`config.mk`:
```
export PLATFORM = sky130hd
export DESIGN_NAME = rvx_control
export DESIGN_NICKNAME = d
export VERILOG_FILES = /design/src/rtl/rvx_pkg.sv /design/src/rtl/rvx_control.sv
export VERILOG_INCLUDE_DIRS = /design/src /design/src/rtl
export SDC_FILE = /design/constraint.sdc
export NUM_CORES = 1
export LEC_CHECK = 0
export BUFFER_PORTS_ARGS = -buffer_cell sky130_fd_sc_hd__buf_2
export CAP_MARGIN = 20
export CORE_AREA = 10 10 47 49
export DETAILED_ROUTE_END_ITERATION = 16
export DIE_AREA = 0 0 57 59
export GPL_ROUTABILITY_DRIVEN = 0
export GPL_TIMING_DRIVEN = 0
export HOLD_SLACK_MARGIN = 0.02
export PLACE_DENSITY = 0.55
export SYNTH_ARGS = -nofsm -noshare
export SYNTH_HDL_FRONTEND = slang
export SYNTH_SLANG_ARGS = --single-unit
```
`constraint.sdc`:
```
create_clock -name clk -period 1.4 [get_ports clk]
set_input_delay 0.35 -clock clk [delete_from_list [all_inputs] [get_ports clk]]
set_output_delay 0.35 -clock clk [all_outputs]
set_load 0.02 [all_outputs]
```
`src/rtl/rv32im_execute_step_defines.svh`:
```
// ----------------------------------------------------------------------------
// rv32im_execute_step_defines
// Assertion macros used by rvx_control.
// ----------------------------------------------------------------------------
`ifndef RV32IM_EXECUTE_STEP_DEFINES_SVH
`define RV32IM_EXECUTE_STEP_DEFINES_SVH

// Assert that an implication holds at every clock edge outside reset.
`define RVX_ASSERT_IMP(label, clk, rst_n, ante, cons, msg) \
  label: assert property (@(posedge clk) disable iff (!rst_n) (ante) |-> (cons)) \
    else $error(msg);

// Assert that a consequent holds in the cycle after its antecedent.
`define RVX_ASSERT_NXT(label, clk, rst_n, ante, cons, msg) \
  label: assert property (@(posedge clk) disable iff (!rst_n) (ante) |=> (cons)) \
    else $error(msg);

`endif

```
`src/rtl/rvx_pkg.sv`:
```
// ----------------------------------------------------------------------------
// rvx_pkg
// Shared types and constants of the RV32IM execute step.
// ----------------------------------------------------------------------------
package rvx_pkg;

  localparam logic [6:0] OP_LUI    = 7'h37;
  localparam logic [6:0] OP_AUIPC  = 7'h17;
  localparam logic [6:0] OP_LOAD   = 7'h03;
  localparam logic [6:0] OP_STORE  = 7'h23;
  localparam logic [6:0] OP_REG    = 7'h33;
  localparam logic [6:0] OP_IMM    = 7'h13;
  localparam logic [6:0] OP_JAL    = 7'h6F;
  localparam logic [6:0] OP_JALR   = 7'h67;
  localparam logic [6:0] OP_BRANCH = 7'h63;
  localparam logic [6:0] OP_SYSTEM = 7'h73;
  localparam logic [6:0] OP_FENCE  = 7'h0F;

  localparam logic [31:0] INSN_ECALL  = 32'h0000_0073;
  localparam logic [31:0] INSN_EBREAK = 32'h0010_0073;
  localparam logic [31:0] START_PC_RESET = 32'h8000_0000;
  localparam logic [4:0]  REG_A0 = 5'd10;

  // commands from controller to datapath
  typedef struct packed {
    logic latch_insn;  // capture instruction, read rs1/rs2
    logic exec;        // decode and compute, launch multiply/divide
    logic mem_step;    // one byte of a load or store
    logic commit;      // write back, update pc, load output register
    logic halt_out;    // build the result of a stopped core
  } rvx_cmd_t;

  // status from datapath to controller
  typedef struct packed {
    logic need_div;
    logic div_done;
    logic need_mem;
    logic mem_last;
  } rvx_sts_t;

endpackage

```
`src/rtl/rvx_control.sv`:
```
// ----------------------------------------------------------------------------
// rvx_control
// Sequencer: fetch word, execute, memory bytes, divide wait, commit, output.
// ----------------------------------------------------------------------------
module rvx_control (
  input  logic            clk,
  input  logic            rst_n,
  input  logic            in_valid,
  output logic            in_stall,
  output logic            out_valid,
  input  logic            out_stall,
  input  logic            stopped,
  output rvx_pkg::rvx_cmd_t cmd,
  input  rvx_pkg::rvx_sts_t sts
);
  import rvx_pkg::*;
  `include "rv32im_execute_step_defines.svh"

  typedef enum logic [2:0] {S_IDLE, S_READ, S_EXEC, S_MEM, S_LDW, S_DIV, S_COMMIT} state_t;

  state_t state_r, state_nxt;
  logic   out_valid_r, out_valid_nxt;
  logic   accept;

  // a new word is taken only while the output register is free or being drained
  assign in_stall = !(state_r == S_IDLE && (!out_valid_r || !out_stall));
  assign accept   = in_valid && !in_stall;

  always_comb begin
    state_nxt = state_r;
    out_valid_nxt = out_valid_r && out_stall;
    cmd = '0;
    case (state_r)
      S_IDLE: if (accept) begin
        cmd.latch_insn = 1'b1;
        state_nxt = stopped ? S_COMMIT : S_READ;
      end
      S_READ: begin
        cmd.exec = 1'b1;
        state_nxt = S_EXEC;
      end
      S_EXEC: begin
        if (sts.need_mem) state_nxt = S_MEM;
        else if (sts.need_div) state_nxt = S_DIV;
        else state_nxt = S_COMMIT;
      end
      S_MEM: begin
        cmd.mem_step = 1'b1;
        if (sts.mem_last) state_nxt = S_LDW;
      end
      S_LDW: state_nxt = S_COMMIT;
      S_DIV: if (sts.div_done) state_nxt = S_COMMIT;
      S_COMMIT: begin
        if (stopped) cmd.halt_out = 1'b1;
        else cmd.commit = 1'b1;
        out_valid_nxt = 1'b1;
        state_nxt = S_IDLE;
      end
      default: state_nxt = S_IDLE;
    endcase
  end

  always_ff @(posedge clk) begin
    if (!rst_n) begin
      state_r <= S_IDLE;
      out_valid_r <= 1'b0;
    end else begin
      state_r <= state_nxt;
      out_valid_r <= out_valid_nxt;
    end
  end

  assign out_valid = out_valid_r;

  `RVX_ASSERT_IMP(a_no_accept_busy, clk, rst_n, state_r != S_IDLE, in_stall,
    "word accepted while busy")
  `RVX_ASSERT_NXT(a_commit_valid, clk, rst_n, state_r == S_COMMIT, out_valid,
    "commit did not raise out_valid")
  `RVX_ASSERT_IMP(a_one_cmd, clk, rst_n, 1'b1, $onehot0(cmd),
    "more than one command at once")

endmodule

```
==> results.sh <==
export IMPL_cts_root_buf="clkbuf_4"
export IMPL_crit_type="flip-flop to primary output"
export IMPL_holdPathStages=2
export IMPL_synth_warnings=0
export IMPL_antenna_found_initial=0
export IMPL_h_tree_depth=1
export IMPL_drv_cap=0
export IMPL_stdcell_count=81
export IMPL_worstMarginPinSlew_ps=319
export IMPL_viasPerCell=4.64
export IMPL_drive_gt1_share_pct=64.6
export IMPL_synth_top_area_cell="dfxtp_1"
export IMPL_drt_initial_drc_count=0
export IMPL_drc=0
export IMPL_wl_um=978
export IMPL_worst_hold_path_type="input pin to flip-flop"
export IMPL_async_reset_ff_share_pct=0
export IMPL_cts_tree="built"
export IMPL_utilization_pct=41.4
export IMPL_core_mm2=0.00140
export IMPL_final_hold_viol_count=0
export IMPL_cts_buffers=3
export IMPL_path_cells="buf_6 > nor3_4 > and3_4 > buf_6"
export IMPL_overflow=0
export IMPL_leakage_nw=0.277
export IMPL_cp_depth=4
export IMPL_max_freq_ghz=0.661
export IMPL_worst_r2r_path_depth=6
export IMPL_grt_max_degree=11
export IMPL_path_clk_slew_ps=40
export IMPL_layout_min_cycle_time_ps=1510
export IMPL_ys_types=22
export IMPL_setup_ws_ps=-113
export IMPL_die_x_um=57
export IMPL_critPathArrivalTime_ps=1160
export IMPL_post_dp_hpwl_um=735
export IMPL_cpLargestDelayFamily="simple AND/OR/NAND/NOR gates"
export IMPL_synth_ff_type="dfxtp_1"
export IMPL_start_util_pct=22.6
export IMPL_synth_edf_count=0
export IMPL_post_route_period_util_pct=108
export IMPL_port_buffers=15
export IMPL_outcome="complete, but fails checks"
export IMPL_ir_drop_mv=0.694
export IMPL_crit_required_ps=1050
export IMPL_postRouteAntennaNets=0
export IMPL_crit_buf_inv=2
export IMPL_synth_seq_area_share_pct=25.3
export IMPL_violations="negative setup slack"
export IMPL_dp_cells=69
export IMPL_clock_sinks=4
export IMPL_crit_path_frequent_cell="buf_6"
export IMPL_ff2ff_setup_slack_ps=-50
export IMPL_hold_worst_slack_ps=386
export IMPL_endpoint_kind="primary output"
export IMPL_area_growth_pct=83.4
export IMPL_maxSlewHeadroom_pct=78.6
export IMPL_synth_area_leaders="dfxtp_1 25%, buf_6 7.1%, o21ai_0 4.7%, a21boi_0 4.7%, a221oi_2 4.7%"
export IMPL_nets=76
export IMPL_rsz0062_at_grt="true"
export IMPL_postSynthCellCount=38
export IMPL_slowest_delay_ps=310
export IMPL_maxSlewViolCount=0
export IMPL_wl_per_cell_um=12.1
export IMPL_grt_total_usage_pct=5.55
export IMPL_cp_max_fo=3
export IMPL_startpoint_type="flip-flop"
export IMPL_grt_pass1_vias=364
export IMPL_firstDrtPassIters=1
export IMPL_postCtsHoldBufs=0
export IMPL_setup_viol=7
export IMPL_yosysTopAreaCellShare_pct=25.3
export IMPL_io_pins=16
export IMPL_power_density_mw_per_mm2=1690
export IMPL_ys_top_cells_by_count="4 x dfxtp_1, 4 x nor2_1, 3 x nand2_1, 3 x o21ai_0"
export IMPL_synth_seq_cells=4
export IMPL_synthesis_area_um2=317
export IMPL_die_h_um=59
export IMPL_vias=376
export IMPL_dieArea_mm2=0.00336
export IMPL_clk_latency_ps=230
export IMPL_grt_pass1_wl_mm=1.50
export IMPL_cts_max_path_buffers=2
export IMPL_fin_skew_ps=2.72
export IMPL_synth_area_per_cell_um2=8.33
export IMPL_rows=14
export IMPL_n_antenna_cell=0
export IMPL_synth_nets=47
export IMPL_cp_slowest_cell="dfxtp_2"
==> state kept, by name, summed over array words and instances, names as in the netlist <==
name       count
state_r        3
out_valid      1
==> power by group <==
part / internal (mW) / switching, mW / total, mW / leakage (nW)
Clock: 0.0955 / 0.0414 / 0.137 / 0.0138
Sequential: 0.150 / 0.0177 / 0.168 / 0.0339
Combinational: 0.377 / 0.297 / 0.674 / 0.229
Total: 0.623 / 0.356 / 0.979 / 0.277
==> cell type report <==
| cell class | count | area, um^2 |
|---|---|---|
| fillers | 158 | 821 |
| multi-input cells | 29 | 231 |
| repair buffers | 24 | 181 |
| flip-flops and latches | 4 | 83.8 |
| plain buffers | 3 | 33.8 |
| clock buffers | 3 | 22.5 |
| well taps | 16 | 20.0 |
| inverters | 2 | 7.51 |
==> placed cells by master (no fill, tap or decap) <==
| cell type | netlist | routed |
|---|---|---|
| a21boi_0 | 2 | 2 |
| a21oi_1 | 2 | 2 |
| a221oi_2 | 1 | 1 |
| a311o_1 | 1 | 1 |
| a311oi_1 | 1 | 1 |
| and3_4 | 0 | 1 |
| and3b_2 | 1 | 1 |
| and4bb_1 | 1 | 1 |
| buf_12 | 0 | 1 |
| buf_2 | 0 | 9 |
| buf_4 | 1 | 11 |
| buf_6 | 2 | 6 |
| clkbuf_4 | 0 | 3 |
| dfxtp_1 | 4 | 1 |
| dfxtp_2 | 0 | 3 |
| inv_1 | 2 | 2 |
| nand2_1 | 3 | 3 |
| nand3b_1 | 1 | 1 |
| nor2_1 | 4 | 3 |
| nor2_2 | 1 | 2 |
| nor3_1 | 2 | 1 |
| nor3_4 | 0 | 1 |
| nor3b_2 | 0 | 1 |
| nor4_4 | 0 | 1 |
| o21a_1 | 2 | 2 |
| o21ai_0 | 3 | 2 |
| o21ai_1 | 0 | 1 |
| o311a_2 | 1 | 1 |
==> layer usage <==
layer / share of wire, % / vias up / global-route usage (%)
met1: 36 / 159 / 5.02
met4: 1.0 / 0 / 1.01
met3: 14 / 2 / 5.36
li1: - / 197 / -
met2: 49 / 18 / 8.99
met5: 0 / - / 0
==> timing repair <==
item | in CTS | in global routing
pin swaps | 3 | 6
setup buffers | 6 | 3
resized for setup | 14 | 6
setup endpoints to repair | 6 | 8
==> cell families (layout without fill, tap and decap cells) <==
group                  count (synthesis)  in the layout  share of synthesized area, %
AOI/OAI and AO/OA                     13             13                          31.6
buffers and inverters                  5             32                          11.9
and+or+nand+nor                       16             16                          31.2
DFF                                    4              4                          25.3
==> final timing paths <==
path                    from    endpoint
hold / removal         rst_n  state_r[1]
hold reg to reg    out_valid   out_valid
setup / recovery  state_r[0]      cmd[4]
setup reg to reg  state_r[0]  state_r[0]
==> stage by stage <==
step / area (um^2) / setup WS [ps] / total power [mW] / TNS [ps]
detailed placement: 412 / -109 / 0.583 / -122
floorplan: 317 / 8.03 / 0.482 / 0
global route: 581 / -178 / 1.05 / -939
CTS: 539 / -130 / 0.923 / -430
finish: 581 / -113 / 0.979 / -390
global placement: 412 / -88.5 / 0.578 / -88.5
Note: power is estimated with default switching activity, not from simulation.
